<file path="config.mk">
export PLATFORM = sky130hd
export DESIGN_NAME = pairwise_isi_ratio
export DESIGN_NICKNAME = d
export VERILOG_FILES = /design/src/rtl/pid_pkg.sv /design/src/rtl/pid_ram.sv /design/src/rtl/pid_div.sv /design/src/rtl/pairwise_isi_ratio.sv
export SDC_FILE = /design/constraint.sdc
export NUM_CORES = 1
export LEC_CHECK = 0
export BUFFER_PORTS_ARGS = -buffer_cell sky130_fd_sc_hd__buf_2
export CORE_MARGIN = 4
export CORE_UTILIZATION = 57
export DETAILED_ROUTE_END_ITERATION = 8
export GPL_TIMING_DRIVEN = 0
export PLACE_DENSITY = 0.77
export SKIP_LAST_GASP = 1
export SLEW_MARGIN = 15
export SYNTH_ARGS = -nofsm -noshare
export SYNTH_HDL_FRONTEND = slang
export SYNTH_SLANG_ARGS = --single-unit
</file>
<file path="constraint.sdc">
create_clock -name clk -period 4.65 [get_ports clk]
set_input_delay 0.2325 -clock clk [delete_from_list [all_inputs] [get_ports clk]]
set_output_delay 0.2325 -clock clk [all_outputs]
set_load 0.05 [all_outputs]
</file>
<file path="src/rtl/pid_pkg.sv">
package pid_pkg;

  localparam int MAX_TRAINS      = 8;
  localparam int TRAIN_BITS      = 3;
  localparam int TRAIN_CNT_BITS  = 4;
  localparam int MIN_TRAINS      = 2;
  localparam int PAIR_BITS       = 5;
  localparam int RATIO_FRAC_BITS = 14;
  localparam int QUO_BITS        = RATIO_FRAC_BITS + 1;
  localparam int RATIO_BITS      = 16;
  localparam int OUT_FIELD_BITS  = PAIR_BITS + 2 * TRAIN_BITS + RATIO_BITS;
  localparam int OUT_W           = ((OUT_FIELD_BITS + 7) / 8) * 8;

  localparam logic [TRAIN_CNT_BITS-1:0] TRAIN_COUNT_RESET = TRAIN_CNT_BITS'(MAX_TRAINS);

endpackage

</file>
<file path="src/rtl/pid_ram.sv">
module pid_ram #(
  parameter int WIDTH = 32,
  parameter int DEPTH = 8,
  localparam int AW = $clog2(DEPTH)
) (
  input  logic             clk,
  input  logic             wr_en,
  input  logic [AW-1:0]    wr_addr,
  input  logic [WIDTH-1:0] wr_data,
  input  logic [AW-1:0]    rd_addr_a,
  input  logic [AW-1:0]    rd_addr_b,
  output logic [WIDTH-1:0] rd_data_a,
  output logic [WIDTH-1:0] rd_data_b
);

  logic [WIDTH-1:0] mem [DEPTH];
  logic [WIDTH-1:0] rd_a_r;
  logic [WIDTH-1:0] rd_b_r;

  always_ff @(posedge clk) begin
    if (wr_en) begin
      mem[wr_addr] <= wr_data;
    end
    rd_a_r <= mem[rd_addr_a];
    rd_b_r <= mem[rd_addr_b];
  end

  assign rd_data_a = rd_a_r;
  assign rd_data_b = rd_b_r;

endmodule

</file>
<file path="src/rtl/pid_div.sv">
// Restoring fraction divider, one quotient bit per cycle.
// Expects num <= den. quo = floor(num * 2^RATIO_FRAC_BITS / den).
module pid_div #(
  parameter int W = 32
) (
  input  logic                          clk,
  input  logic                          rst_n,
  input  logic                          start,
  input  logic [W-1:0]                  num,
  input  logic [W-1:0]                  den,
  output logic                          done,
  output logic [pid_pkg::QUO_BITS-1:0]  quo
);

  localparam int QB = pid_pkg::QUO_BITS;
  localparam int CW = $clog2(QB);
  localparam logic [CW-1:0] K_LAST = CW'(QB - 1);

  logic          run_r, run_nxt;
  logic          done_r, done_nxt;
  logic [CW-1:0] k_r, k_nxt;
  logic [W-1:0]  rem_r, rem_nxt;
  logic [W-1:0]  den_r, den_nxt;
  logic [QB-1:0] q_r, q_nxt;

  logic [W:0]    trial;
  logic [W+1:0]  diff;
  logic          ge;

  always_comb begin
    // first step compares the numerator as is, later steps the doubled remainder
    trial = (k_r == '0) ? {1'b0, rem_r} : {rem_r, 1'b0};
    diff  = {1'b0, trial} - {2'b00, den_r};
    ge    = ~diff[W+1];

    run_nxt  = run_r;
    done_nxt = 1'b0;
    k_nxt    = k_r;
    rem_nxt  = rem_r;
    den_nxt  = den_r;
    q_nxt    = q_r;

    if (start) begin
      run_nxt = 1'b1;
      k_nxt   = '0;
      rem_nxt = num;
      den_nxt = den;
    end else if (run_r) begin
      rem_nxt = ge ? diff[W-1:0] : trial[W-1:0];
      q_nxt   = {q_r[QB-2:0], ge};
      k_nxt   = CW'(k_r + 1'b1);
      if (k_r == K_LAST) begin
        run_nxt  = 1'b0;
        done_nxt = 1'b1;
      end
    end
  end

  always_ff @(posedge clk) begin
    if (!rst_n) begin
      run_r  <= 1'b0;
      done_r <= 1'b0;
      k_r    <= '0;
    end else begin
      run_r  <= run_nxt;
      done_r <= done_nxt;
      k_r    <= k_nxt;
    end
  end

  always_ff @(posedge clk) begin
    rem_r <= rem_nxt;
    den_r <= den_nxt;
    q_r   <= q_nxt;
  end

  assign done = done_r;
  assign quo  = q_r;

endmodule

</file>
<file path="src/rtl/pairwise_isi_ratio.sv">
// Channel  Direction  Handshake            Payload
// in_      slave      in_tvalid/in_tready  tdata: interval
// out_     master     out_tvalid/tready    tdata: pair_index, first_train, second_train,
//                                          ratio; tlast: last_of_sample
// cfg_     write      cfg_wr_en            cfg_wr_data: train_count
//
// One interval is taken per cycle while a sample loads.
// Each pair then goes through one RAM read, one compare/subtract and the bit-per-cycle
// divider (15 quotient bits plus done). No new interval is taken until the last pair
// of the sample has been emitted.
// Reset (rst_n low, synchronous) sets train_count to 8 and empties the sample;
// the interval RAM is not cleared. A stalled result waits in the output register;
// the sequencer holds the next finished pair until it is taken.
module pairwise_isi_ratio #(
  parameter int INTERVAL_BITS = 32,
  localparam int IN_W = ((INTERVAL_BITS + 7) / 8) * 8
) (
  input  logic                                  clk,
  input  logic                                  rst_n,
  input  logic                                  in_tvalid,
  output logic                                  in_tready,
  input  logic [IN_W-1:0]                       in_tdata,   // interval
  output logic                                  out_tvalid,
  input  logic                                  out_tready,
  // pair_index, first_train, second_train, ratio, zero fill
  output logic [pid_pkg::OUT_W-1:0]             out_tdata,
  output logic                                  out_tlast,  // last_of_sample
  input  logic                                  cfg_wr_en,
  input  logic [pid_pkg::TRAIN_CNT_BITS-1:0]    cfg_wr_data // train_count
);

  localparam int TB = pid_pkg::TRAIN_BITS;
  localparam int CB = pid_pkg::TRAIN_CNT_BITS;
  localparam int PB = pid_pkg::PAIR_BITS;
  localparam int RB = pid_pkg::RATIO_BITS;
  localparam int QB = pid_pkg::QUO_BITS;
  localparam int OW = pid_pkg::OUT_W;
  localparam int FB = pid_pkg::OUT_FIELD_BITS;

  typedef enum logic [4:0] {
    S_LOAD = 5'b00001,
    S_RD   = 5'b00010,
    S_PREP = 5'b00100,
    S_DIV  = 5'b01000,
    S_HOLD = 5'b10000
  } state_t;

  state_t           state_r, state_nxt;
  logic [CB-1:0]    train_count_r, train_count_nxt;
  logic [CB-1:0]    load_cnt_r, load_cnt_nxt;
  logic [TB-1:0]    i_r, i_nxt;
  logic [TB-1:0]    j_r, j_nxt;
  logic [PB-1:0]    pair_cnt_r, pair_cnt_nxt;
  logic             out_valid_r, out_valid_nxt;
  logic             neg_r, neg_nxt;
  logic             zero_r, zero_nxt;
  logic [OW-1:0]    out_data_r, out_data_nxt;
  logic             out_last_r, out_last_nxt;

  logic [CB-1:0]              n_eff;
  logic [CB-1:0]              load_cnt_inc;
  logic                       in_acc;
  logic                       last_pair;
  logic                       out_free;
  logic                       emit;
  logic [INTERVAL_BITS-1:0]   rd_a, rd_b;
  logic                       a_lt_b;
  logic [INTERVAL_BITS-1:0]   div_num, div_den;
  logic                       div_start, div_done;
  logic [QB-1:0]              div_quo;
  logic [RB-1:0]              mag, ratio;

  pid_ram #(
    .WIDTH (INTERVAL_BITS),
    .DEPTH (pid_pkg::MAX_TRAINS)
  ) u_store (
    .clk       (clk),
    .wr_en     (in_acc),
    .wr_addr   (load_cnt_r[TB-1:0]),
    .wr_data   (in_tdata[INTERVAL_BITS-1:0]),
    .rd_addr_a (i_r),
    .rd_addr_b (j_r),
    .rd_data_a (rd_a),
    .rd_data_b (rd_b)
  );

  pid_div #(
    .W (INTERVAL_BITS)
  ) u_div (
    .clk   (clk),
    .rst_n (rst_n),
    .start (div_start),
    .num   (div_num),
    .den   (div_den),
    .done  (div_done),
    .quo   (div_quo)
  );

  always_comb begin
    if (train_count_r < CB'(pid_pkg::MIN_TRAINS)) begin
      n_eff = CB'(pid_pkg::MIN_TRAINS);
    end else if (train_count_r > CB'(pid_pkg::MAX_TRAINS)) begin
      n_eff = CB'(pid_pkg::MAX_TRAINS);
    end else begin
      n_eff = train_count_r;
    end
  end

  assign in_tready    = (state_r == S_LOAD);
  assign in_acc       = in_tvalid && in_tready;
  assign load_cnt_inc = CB'(load_cnt_r + 1'b1);
  assign last_pair    = ({1'b0, i_r} == CB'(n_eff - 2'd2)) &&
                        ({1'b0, j_r} == CB'(n_eff - 1'b1));
  assign out_free     = !out_valid_r || out_tready;

  // a < b gives -(b-a)/b, otherwise (a-b)/a; both zero forces the ratio to 0
  assign a_lt_b    = rd_a < rd_b;
  assign div_num   = a_lt_b ? (rd_b - rd_a) : (rd_a - rd_b);
  assign div_den   = a_lt_b ? rd_b : rd_a;
  assign div_start = (state_r == S_PREP);

  assign mag   = RB'(div_quo);
  assign ratio = zero_r ? '0 : (neg_r ? RB'(-mag) : mag);
  assign emit  = ((state_r == S_DIV && div_done) || state_r == S_HOLD) && out_free;

  always_comb begin
    state_nxt       = state_r;
    train_count_nxt = train_count_r;
    load_cnt_nxt    = load_cnt_r;
    i_nxt           = i_r;
    j_nxt           = j_r;
    pair_cnt_nxt    = pair_cnt_r;
    neg_nxt         = neg_r;
    zero_nxt        = zero_r;
    out_valid_nxt   = out_valid_r;
    out_data_nxt    = out_data_r;
    out_last_nxt    = out_last_r;

    if (out_valid_r && out_tready) begin
      out_valid_nxt = 1'b0;
    end

    case (state_r)
      S_LOAD: begin
        if (in_acc) begin
          if (load_cnt_inc == n_eff) begin
            load_cnt_nxt = '0;
            i_nxt        = '0;
            j_nxt        = TB'(1);
            pair_cnt_nxt = '0;
            state_nxt    = S_RD;
          end else begin
            load_cnt_nxt = load_cnt_inc;
          end
        end
      end
      S_RD: begin
        state_nxt = S_PREP;
      end
      S_PREP: begin
        neg_nxt   = a_lt_b;
        zero_nxt  = !a_lt_b && (rd_a == '0);
        state_nxt = S_DIV;
      end
      S_DIV: begin
        if (div_done && !out_free) begin
          state_nxt = S_HOLD;
        end
      end
      S_HOLD: begin
      end
      default: begin
        state_nxt = S_LOAD;
      end
    endcase

    if (emit) begin
      out_valid_nxt = 1'b1;
      out_data_nxt  = OW'({ratio, j_r, i_r, pair_cnt_r});
      out_last_nxt  = last_pair;
      if (last_pair) begin
        pair_cnt_nxt = '0;
        state_nxt    = S_LOAD;
      end else begin
        pair_cnt_nxt = PB'(pair_cnt_r + 1'b1);
        if ({1'b0, j_r} == CB'(n_eff - 1'b1)) begin
          i_nxt = TB'(i_r + 1'b1);
          j_nxt = TB'(i_r + 2'd2);
        end else begin
          j_nxt = TB'(j_r + 1'b1);
        end
        state_nxt = S_RD;
      end
    end

    if (cfg_wr_en) begin
      train_count_nxt = cfg_wr_data;
      load_cnt_nxt    = '0;
      pair_cnt_nxt    = '0;
    end
  end

  always_ff @(posedge clk) begin
    if (!rst_n) begin
      state_r       <= S_LOAD;
      train_count_r <= pid_pkg::TRAIN_COUNT_RESET;
      load_cnt_r    <= '0;
      i_r           <= '0;
      j_r           <= '0;
      pair_cnt_r    <= '0;
      out_valid_r   <= 1'b0;
    end else begin
      state_r       <= state_nxt;
      train_count_r <= train_count_nxt;
      load_cnt_r    <= load_cnt_nxt;
      i_r           <= i_nxt;
      j_r           <= j_nxt;
      pair_cnt_r    <= pair_cnt_nxt;
      out_valid_r   <= out_valid_nxt;
    end
  end

  always_ff @(posedge clk) begin
    neg_r      <= neg_nxt;
    zero_r     <= zero_nxt;
    out_data_r <= out_data_nxt;
    out_last_r <= out_last_nxt;
  end

  assign out_tvalid = out_valid_r;
  assign out_tdata  = {out_data_r[OW-1:FB] & '0, out_data_r[FB-1:0]};
  assign out_tlast  = out_last_r;

endmodule

</file>
[Word-level counts from Yosys, hierarchy flattened]
Memories as Yosys holds them, arrays and structs flattened. A register that Yosys moved wholly into a read port is not among the register bits.
Cells that the tools add are included.
Cells by class
  equal/unequal tests: 13
  bitwise logic cells: 5
  $lt $le $gt $ge: 3
  multiplexer cells: 41
  reductions and logical operators: 27
  add/subtract/negate cells: 12
Operators with widths (count)
  $mux 32: 5
  $sub 32x32->32: 2
  $mux 5: 9
  $mux 3: 12
  $sub 33x32->34: 1
  $mux 33: 1
  $logic_not 32->1: 1
  $lt 32x32->1: 1
  $pmux 5 s5: 1
  $neg 15->16: 1
  $mux 15: 1
  $mux 4: 3
  $reduce_bool 2->1: 5
  $add 4x1->4 const B: 2
  $eq 3x4->1: 2
  $mux 1: 8
  $logic_and 1x1->1: 7
  $add 3x1->3 const B: 2
  $ne 3x1->1 const B: 2
  $reduce_or 2->1: 3
  $add 5x1->5 const B: 1
  $eq 5x1->1 const B: 1
  $eq 5x2->1 const B: 1
  $eq 5x3->1 const B: 1
  other kinds (20): 28
Word-level totals
  output and inout bits: 35
  input bits: 41
  bits in registers: 140
  logic and storage cells: 121
  memories: 1
  RAM bits: 256
Memories
  u_store.mem: words 8, bits a word 32, read ports 2, clocked after Yosys merged registers in 2, wr ports 1, line pid_ram.sv:16  | logic [WIDTH-1:0] mem [DEPTH];

[Logic depth before layout (Yosys ltp)]
Gate-level depths: netlist of the first run.
  depth in word-level cells: 10
  depth in mapped cells: 19
  depth with buffers taken out: 16

[Hierarchy]
From an unflattened synthesis of the first run, not the netlist that was laid out.
Unflattened totals
  cell total of the unflattened synthesis: 1994
  area total of the unflattened synthesis: 25605.8 µm²
Modules (own cells, without submodules)
  pid_ram: cells each 561, sequential area each 8968.6 µm², instances 1, area each 13180.1 µm²
  pairwise_isi_ratio: cells each 904, sequential area each 1401.3 µm², instances 1, area each 6879.1 µm²
  pid_div: cells each 529, sequential area each 2492.4 µm², instances 1, area each 5546.6 µm²

[Worst setup path before layout of the first run]
No wires, ideal clock.
  path type: register to register
  from: reg state_r[2]
  to: mem u_store.mem[0][0], enable pin
  stages on the path, launching flop included: 6
  slack: -0.360 ns
  period minus slack after synthesis: 5.010 ns
  path buffers: 1
  library setup time: 0.502 ns
  data required time: 4.148 ns
  arrival time: 4.508 ns
  path through: dfxtp_1 -> clkbuf_1 -> nor3_1 -> and3b_1 -> nand2_1 -> nor4_1
Between the ends
  longest elaborated chain between the ends: 4
RTL lines
  start: declaration: line pairwise_isi_ratio.sv:48  | state_t state_r, state_nxt;
  start signal: assignment: line pairwise_isi_ratio.sv:213  | state_r <= state_nxt;
  $eq 5x1->1: line pairwise_isi_ratio.sv:109  | assign in_tready = (state_r == S_LOAD);
  via in_tready: line pairwise_isi_ratio.sv:21  | output logic in_tready,
  $logic_and 1x1->1: line pairwise_isi_ratio.sv:110  | assign in_acc = in_tvalid && in_tready;
  $mux 1: line pid_ram.sv:21  | if (wr_en) begin
  $mux 1 (not written as such): line pid_ram.sv:22  | mem[wr_addr] <= wr_data;
  end: declaration: line pid_ram.sv:16
The timed path passes the listed nets, and every way through them passes these cells.

[Final worst setup path of the first run]
  from: reg u_div.k_r[0]
  to: reg u_div.rem_r[25] (data pin)
Between the ends
  longest elaborated chain between the ends: 6
RTL lines
  start: declaration: line pid_div.sv:21  | logic [CW-1:0] k_r, k_nxt;
  start signal: assignment: line pid_div.sv:67  | k_r <= k_nxt;
  $logic_not 4->1 *: line pid_div.sv:32  | trial = (k_r == '0) ? {1'b0, rem_r} : {rem_r, 1'b0};
  $mux 33 *: line pid_div.sv:32
  $sub 33x32->34: line pid_div.sv:33  | diff = {1'b0, trial} - {2'b00, den_r};
  $mux 32 *: line pid_div.sv:49  | rem_nxt = ge ? diff[W-1:0] : trial[W-1:0];
  $mux 32 *: line pid_div.sv:48  | end else if (run_r) begin
  $mux 32 *: line pid_div.sv:43  | if (start) begin
  via u_div.rem_nxt[25]: line pid_div.sv:22  | logic [W-1:0] rem_r, rem_nxt;
  end signal: assignment: line pid_div.sv:72  | rem_r <= rem_nxt;
  end: declaration: line pid_div.sv:22
Mark *: on every way through the listed nets, which the timed path passes. The rest lies on a longest branch. The select of a mux whose other input is x is not followed.
A chain may end at the register's enable or synchronous reset.

==> summary.txt, run 1 <==
Global routing
  • Largest net degree at the start of global routing: 37
  • Vias in the first global route: 18149
  • Total Routing Usage GR: 28.1%
  • First-pass GRT wire length: 103000 um
  • Total gr overflow: 0
  • Initial antenna violation count: 0

Drt
  • TritonRoute pass-1 iters: 5
  • Total number of vias: 18005
  • Detail Route Antenna Nets: 0
  • Via density: 6.24
  • DRC: 0
  • WL final: 66600 um
  • Routed len/inst: 23.1 um
  • Initial drt markers: 1645

Floorplan
  • I/O pin count: 76
  • Initial Utilization: 58.0%
  • Die width: 218 um
  • # rows: 76
  • Die area: 47400 um^2
  • Core region area: 43300 um^2
  • Die H: 218 um

Clocking
  • CTS tree: done
  • CTS clk-pin slew, worst paths: 0.06 ns
  • # clock sinks: 460
  • Htree depth: 2
  • Clk_lat worst skew: 0.58 ns
  • TritonCTS Buffers: 47
  • Setup bufs post-CTS: 0
  • Max clock buf depth: 3
  • Root buf cell: clkbuf_16

Place
  • Final GP Congestion: 0.957
  • Dpl hpwl: 48000 um
  • Port buffer count: 69
  • Pre-CTS WS: -0.183 ns

Timing
  • Fin. max-slew vios: 0
  • Final WS setup: 0.231 ns
  • Worst Skew: 0.0168 ns
  • RSZ-0062 raised after global routing: yes
  • Final Cycle Share: 95.0%
  • Final hold vios: 0
  • Clock period minus worst slack: 4.42 ns
  • Max Fclk: 0.226 GHz
  • Final setup violation count: 0
  • Worst slew pin tran: 1.15 ns
  • Relative slew slack: 23.1%

Pwr
  • Overall Power: 9.72 mW
  • Worst vdd ir: 409 uV
  • Pwr dens: 341 nW/um^2
  • Pleak: 10.5 nW

Setup path
  • Crit end category: register
  • R2R Setup Slk: 0.23 ns
  • Startpoint Class: register
  • Critical path data required time: 4.96 ns
  • Critical Path Fanout Max: 10
  • Kind of critical path: reg -> reg
  • CP Data Arrival Time: 4.73 ns

Finish
  • Layout cell share with drive strength beyond 1: 19.3%
  • Fin nets: 2411
  • Area Growth Syn to Fin: 13.5%

Synthesis
  • Primary FF master, synth: edfxtp_1
  • Mapped Cells: 2076
  • Post-synth EDFFs: 365
  • Ys async rst share: 0%
  • Synthesized flop and latch total: 460
  • Mean cell area of the mapped netlist: 12.1 um^2
  • Seq/Total Area, Yosys: 51.3%
  • Ys Warns: 0
  • Post-synthesis instance area: 25100 um^2
  • Netlist cell types: 86

Run status
  • Status: completed

Run
  • Maxcap violations: 0

Min path
  • Min-delay worst type: in -> reg
## area by class of cell
cell class	count	area [um^2]
antenna	1	2.50
timing repair buffer	132	1000
clock inverter	19	149
sequential	460	12900
tap	585	732
fill	3090	14800
inverter	130	490
multi-input combinational	1371	11300
clock buffer	68	1390
buffer	119	567
## flip-flops by register name, summed over array words and instances, names as in the netlist
signal / flops
out_tlast: 1
u_div.rem_r: 32
train_count_r: 4
zero_r: 1
u_div.den_r: 32
u_store.rd_data_a: 32
neg_r: 1
state_r: 5
u_div.done: 1
u_store.mem: 256
load_cnt_r: 4
u_div.k_r: 4
u_div.run_r: 1
out_tvalid: 1
out_data_r: 27
j_r: 3
u_store.rd_data_b: 32
i_r: 3
u_div.quo: 15
pair_cnt_r: 5
## cells by family (layout without fill, tap and decap cells)
kind of cell / Yosys count / in the layout / synth area share [%]
simple gates: 525 / 525 / 9.71
flops: 460 / 460 / 51.3
compound gates: 429 / 429 / 10.9
buf+inv: 249 / 468 / 4.17
mux: 223 / 223 / 15.6
fa+ha+maj: 109 / 109 / 5.53
xor+xnor: 80 / 80 / 2.79
other cells: 1 / 6 / 0.0149
## stage by stage
step | setup TNS [ns] | hold slack [ns] | cell area [um^2] | utilization [%] | cells
floorplan | 0 | 0.331 | 25100 | - | 2080
global placement | -219.58 | 0.423 | 26200 | 60.5 | 2734
detailed placement | -0.729 | 0.445 | 26500 | 61.3 | 2759
CTS | 0 | 0.0336 | 28400 | 65.7 | 2884
global route | -0.00949 | 0.0897 | 28500 | 65.8 | 2884
finish | 0 | 0.0651 | 28500 | 65.8 | 2885
## power breakdown
part | leakage [nW] | switching (mW) | internal [mW]
registers | 4.07 | 0.0656 | 4.52
logic | 5.65 | 0.867 | 0.529
clock network | 0.762 | 1.59 | 2.14
## cell usage in the layout, fill, tap and decap left out, types with 12 or more instances in the layout
master | netlist | routed
nand2b_1 | 16 | 16
dfxtp_1 | 95 | 95
mux2i_1 | 28 | 28
nand4_1 | 18 | 18
nor4_1 | 18 | 17
mux4_2 | 128 | 128
clkbuf_1 | 65 | 70
dlygate4sd3_1 | 0 | 38
xnor2_1 | 41 | 41
o211ai_1 | 15 | 15
ha_1 | 106 | 106
inv_1 | 128 | 128
nor3_1 | 29 | 25
mux2_2 | 66 | 66
clkbuf_16 | 0 | 50
o21bai_1 | 12 | 12
a211oi_1 | 19 | 17
a21o_1 | 37 | 37
and2_1 | 14 | 14
edfxtp_1 | 365 | 365
o21ai_0 | 105 | 105
xor2_1 | 39 | 39
nand3_1 | 30 | 30
nor2b_1 | 20 | 19
nor2_1 | 120 | 117
buf_1 | 15 | 14
buf_6 | 6 | 14
a21oi_1 | 124 | 124
nand2_1 | 210 | 210
buf_4 | 9 | 22
buf_2 | 24 | 93
## synth_stat cells (5+ instances only)
library cell,count,area share [%]
nor3b_1,6,0.18
a21o_1,37,1.1
edfxtp_1,365,44
and3_1,10,0.25
a21oi_1,124,2.5
buf_4,9,0.27
nor2_1,120,1.8
a31oi_1,11,0.27
a22oi_1,9,0.27
buf_1,15,0.22
clkbuf_1,65,0.97
nor3_1,29,0.58
inv_1,128,1.9
xnor2_1,41,1.4
a21boi_0,5,0.15
buf_2,24,0.48
mux2_2,66,3.0
a211oi_1,19,0.57
xor2_1,39,1.4
nand2_1,210,3.1
nor2b_1,20,0.50
o21bai_1,12,0.36
ha_1,106,5.3
o31ai_1,9,0.27
o22ai_1,7,0.17
mux4_2,128,11
and2_1,14,0.35
o21ai_1,11,0.22
nand3_1,30,0.60
o21ai_0,105,2.1
nor4_1,18,0.45
or2_2,6,0.15
nand2b_1,16,0.40
o211ai_1,15,0.45
or3_1,9,0.22
mux2i_1,28,1.1
o21a_1,11,0.33
dfxtp_1,95,7.6
or4_1,6,0.18
buf_6,6,0.27
nand4_1,18,0.45
## repair_timing
action / 4_1_cts / 5_1_grt
setup endpoints to repair: 16 / 27
gates cloned: 0 / 0
hold buffers: 38 / 0
pin swaps: 0 / 1
resized for setup: 2 / 10
hold endpoints to repair: 263 / 0
## worst max-delay path, cell delays in order (launching register included)
cell	delay, ns
dfxtp_1	0.39
inv_1	0.09
ha_1	0.21
nand2_1	0.19
clkbuf_4	0.29
mux2i_1	0.30
inv_1	0.10
ha_1	0.28
nor2b_1	0.15
o31a_1	0.28
a21oi_1	0.27
a31o_2	0.30
o31ai_4	0.12
a311oi_4	0.40
inv_2	0.08
buf_6	0.17
buf_2	0.23
o21ai_1	0.21
mux2i_1	0.11
## final timing paths
kind                                                 from                             to  cells past startpoint
worst max register to register  u_div.k_r[0]$_SDFFE_PP0P_      u_div.rem_r[25]$_DFFE_PP_                     18
worst min-delay path                            cfg_wr_en  train_count_r[3]$_SDFFE_PN1P_                      2
worst min register to register          i_r[2]$_SDFF_PN0_        out_data_r[7]$_DFFE_PP_                      0
worst max-delay path            u_div.k_r[0]$_SDFFE_PP0P_      u_div.rem_r[25]$_DFFE_PP_                     18
## metal layers
layer	up-vias	share of wire, %	track usage (%)
met1	8902	40	36.9
met5	-	0	0
met3	163	7.5	4.93
li1	8136	-	-
met4	0	4.2	10.4
met2	804	48	47.3
Power figures use the tool's default switching activity.
==> run 2: changes to the inputs <==
--- a/config.mk
+++ b/config.mk
@@ -5,14 +5,15 @@
 export SDC_FILE = /design/constraint.sdc
 export NUM_CORES = 1
 export LEC_CHECK = 0
+export ABC_CLOCK_PERIOD_IN_PS = 4650
 export BUFFER_PORTS_ARGS = -buffer_cell sky130_fd_sc_hd__buf_2
 export CORE_MARGIN = 4
 export CORE_UTILIZATION = 57
 export DETAILED_ROUTE_END_ITERATION = 8
 export GPL_TIMING_DRIVEN = 0
 export PLACE_DENSITY = 0.77
+export SETUP_SLACK_MARGIN = 0.4
 export SKIP_LAST_GASP = 1
-export SLEW_MARGIN = 15
 export SYNTH_ARGS = -nofsm -noshare
 export SYNTH_HDL_FRONTEND = slang
 export SYNTH_SLANG_ARGS = --single-unit
==> summary.txt, run 2 (synthesis results as in run 1) <==
Run status
  • Status: completed

Floorplan
  • # rows: 76 (unchanged)
  • Initial Utilization: 58.0% (unchanged)
  • I/O pin count: 76 (unchanged)
  • Core region area: 43300 um^2 (unchanged)
  • Die H: 218 um (unchanged)
  • Die width: 218 um (unchanged)
  • Die area: 47400 um^2 (unchanged)

Drt
  • WL final: 67000 um (+0.59%)
  • Via density: 6.31 (+1.0%)
  • TritonRoute pass-1 iters: 6 (+1)
  • Total number of vias: 18173 (+0.93%)
  • Routed len/inst: 23.2 um (+0.69%)
  • DRC: 0 (unchanged)
  • Detail Route Antenna Nets: 0 (unchanged)
  • Initial drt markers: 1759 (+6.9%)

Setup path
  • Startpoint Class: register
  • Kind of critical path: reg -> reg
  • Crit end category: register
  • Critical path data required time: 4.97 ns (about the same)
  • Slowest stage cell, crit path: a311oi_4
  • Critical Path Fanout Max: 10 (unchanged)
  • Cells along the critical path: inv_1 > ha_1 > and2_1 > clkbuf_2 > buf_4 > nand2_1 > nand2_1 > ha_1 > or2_2 > a21oi_1 > nor2_1 > a221oi_2 > o31ai_4 > a311oi_4 > inv_2 > buf_6 > buf_4 > o21ai_1 > mux2i_1
  • R2R Setup Slk: 0.48 ns (+0.25 ns)
  • Critical Path Max Stage Delay: 0.42 ns (+0.02 ns)
  • R2r endpoint: u_div.rem_r[25]$_DFFE_PP_
  • R2R cell count: 19 (+1)
  • Worst r2r src: u_div.k_r[0]$_SDFFE_PP0P_
  • CP Data Arrival Time: 4.49 ns (-0.24 ns)

Clocking
  • TritonCTS Buffers: 48 (+2.1%)
  • Htree depth: 2 (unchanged)
  • # clock sinks: 460 (unchanged)
  • Root buf cell: clkbuf_16
  • CTS clk-pin slew, worst paths: 0.06 ns (about the same)
  • Max clock buf depth: 3 (unchanged)
  • CTS tree: done
  • Clk_lat worst skew: 0.60 ns (+0.02 ns)

Pwr
  • Pleak: 10.5 nW (about the same)
  • Sequential share of power: 47.0% (-0.2 points)
  • Cell internal pwr: 7.21 mW (+0.21%)
  • Switching power: 2.56 mW (+1.8%)
  • Logic pwr share: 14.4% (about the same)
  • Overall Power: 9.78 mW (+0.61%)
  • Clock Power Share: 38.6% (+0.2 points)
  • Sw Share: 26.2% (+0.29 points)
  • Pwr dens: 342 nW/um^2 (+0.20%)
  • Worst vdd ir: 362 uV (-12%)

Timing
  • Final hold vios: 0 (unchanged)
  • Final setup violation count: 0 (unchanged)
  • Clock period minus worst slack: 4.17 ns (-0.254 ns)
  • Worst Skew: 0.0304 ns (+0.0137 ns)
  • Relative slew slack: 15.5% (-7.6 points)
  • Final WS setup: 0.485 ns (+0.254 ns)
  • Final Cycle Share: 89.6% (-5.5 points)
  • Max Fclk: 0.240 GHz (+6.1%)
  • Worst slew pin tran: 1.27 ns (+0.112 ns)
  • RSZ-0062 raised after global routing: no
  • Fin. max-slew vios: 0 (unchanged)

Finish
  • Reg with most FFs: u_store.mem
  • Area Growth Syn to Fin: 13.9%
  • Fin nets: 2408 (-0.12%)
  • Commonest cells after routing, fill and taps aside: 365 x edfxtp_1, 209 x nand2_1, 128 x inv_1, 128 x mux4_2, 122 x a21oi_1
  • Layout cell share with drive strength beyond 1: 19.5% (+0.20 points)
  • Number of flip-flops in the largest register: 256 (unchanged)
  • Design Area, Final: 28600 um^2 (+0.41%)
  • Commonest non-fill, non-tap cell in the layout: edfxtp_1

Run
  • Maxcap violations: 0 (unchanged)

Place
  • Port buffer count: 69 (unchanged)
  • Dpl hpwl: 47500 um (-1.0%)
  • Pre-CTS WS: -0.153 ns (+0.0298 ns)
  • Post-DP Area: 26500 um^2 (about the same)
  • Final GP Congestion: 0.960 (+0.32%)

Global routing
  • Vias in the first global route: 17929 (-1.2%)
  • Total gr overflow: 0 (unchanged)
  • Largest net degree at the start of global routing: 37 (unchanged)
  • Initial antenna violation count: 3 (+3)
  • Total Routing Usage GR: 28.1% (about the same)
  • First-pass GRT wire length: 103000 um (about the same)

Min path
  • Hold depth: 2 (unchanged)
  • Hold endpoint: train_count_r[3]$_SDFFE_PN1P_
  • Min-delay worst type: in -> reg
  • Min-delay src: cfg_wr_en
-- run 2: per-layer routing --
layer | global-route usage [%] | vias to the layer above | share of wire, %
met5 | 0 | - | 0.019
met4 | 9.29 | 2 | 3.6
li1 | - | 8136 | -
met3 | 5.60 | 183 | 7.9
met2 | 47.2 | 912 | 49
met1 | 37.1 | 8940 | 40
-- run 2: worst max path at each step --
stage,start,to,cells past startpoint
6_report,u_div.k_r[0]$_SDFFE_PP0P_,u_div.rem_r[25]$_DFFE_PP_,19
5_1_grt,u_div.k_r[0]$_SDFFE_PP0P_,u_div.rem_r[6]$_DFFE_PP_,19
4_1_cts,u_div.k_r[0]$_SDFFE_PP0P_,u_div.rem_r[23]$_DFFE_PP_,19
3_5_place_dp,u_div.k_r[0]$_SDFFE_PP0P_,u_div.rem_r[25]$_DFFE_PP_,18
3_3_place_gp,state_r[2]$_SDFFE_PN0P_,u_store.mem[4][11]$_DFFE_PP_,5
2_1_floorplan,state_r[2]$_SDFFE_PN0P_,u_store.mem[2][0]$_DFFE_PP_,5
-- run 2: critical path, delay by kind of cell (launching register included) --
| kind | cells | cell delay (ns) |
|---|---|---|
| AO/OA/AOI/OAI | 5 | 1.29 |
| buffers and inverters | 6 | 0.85 |
| AND/OR/NAND/NOR | 5 | 0.68 |
| adder cells (fa/ha/maj) | 2 | 0.58 |
| flip-flops | 1 | 0.37 |
| multiplexers | 1 | 0.10 |
-- run 2: final cells by class --
cell class | count | area (um^2)
clock inverter | 20 | 173
fill | 3049 | 14700
clock buffer | 68 | 1390
sequential | 460 | 12900
buffer | 119 | 588
antenna | 1 | 2.50
timing repair buffer | 128 | 1020
tap | 585 | 732
inverter | 130 | 490
multi-input combinational | 1371 | 11300
-- run 2: repair_timing --
action,CTS,global route
endpoints found under the setup margin,33,31
pin swaps,3,6
setup buffers,1,1
gates resized for setup,18,14
hold buffers,38,0
endpoints found under the hold margin,267,0
-- run 2: metrics by stage --
stage | instances | setup TNS [ns] | hold WS [ns] | utilization [%]
6_report | 2882 | 0 | 0.0264 | 66.1
5_1_grt | 2882 | 0 | 0.0566 | 66.1
4_1_cts | 2880 | 0 | 0.00599 | 66.0
3_5_place_dp | 2753 | -1.50 | 0.416 | 61.3
3_3_place_gp | 2734 | -141.37 | 0.425 | 60.5
2_1_floorplan | 2080 | 0 | 0.331 | -
-- run 2: power by group through the flow --
| stage | sequential (mW) | combinational (mW) | clock [mW] |
|---|---|---|---|
| after floorplan | 4.65 | 0.910 | 0 |
| after global placement | 4.67 | 1.30 | 0 |
| after detailed placement | 4.67 | 1.33 | 0 |
| after CTS | 4.59 | 1.37 | 3.81 |
| after global routing | 4.59 | 1.52 | 4.04 |
| final | 4.59 | 1.41 | 3.77 |
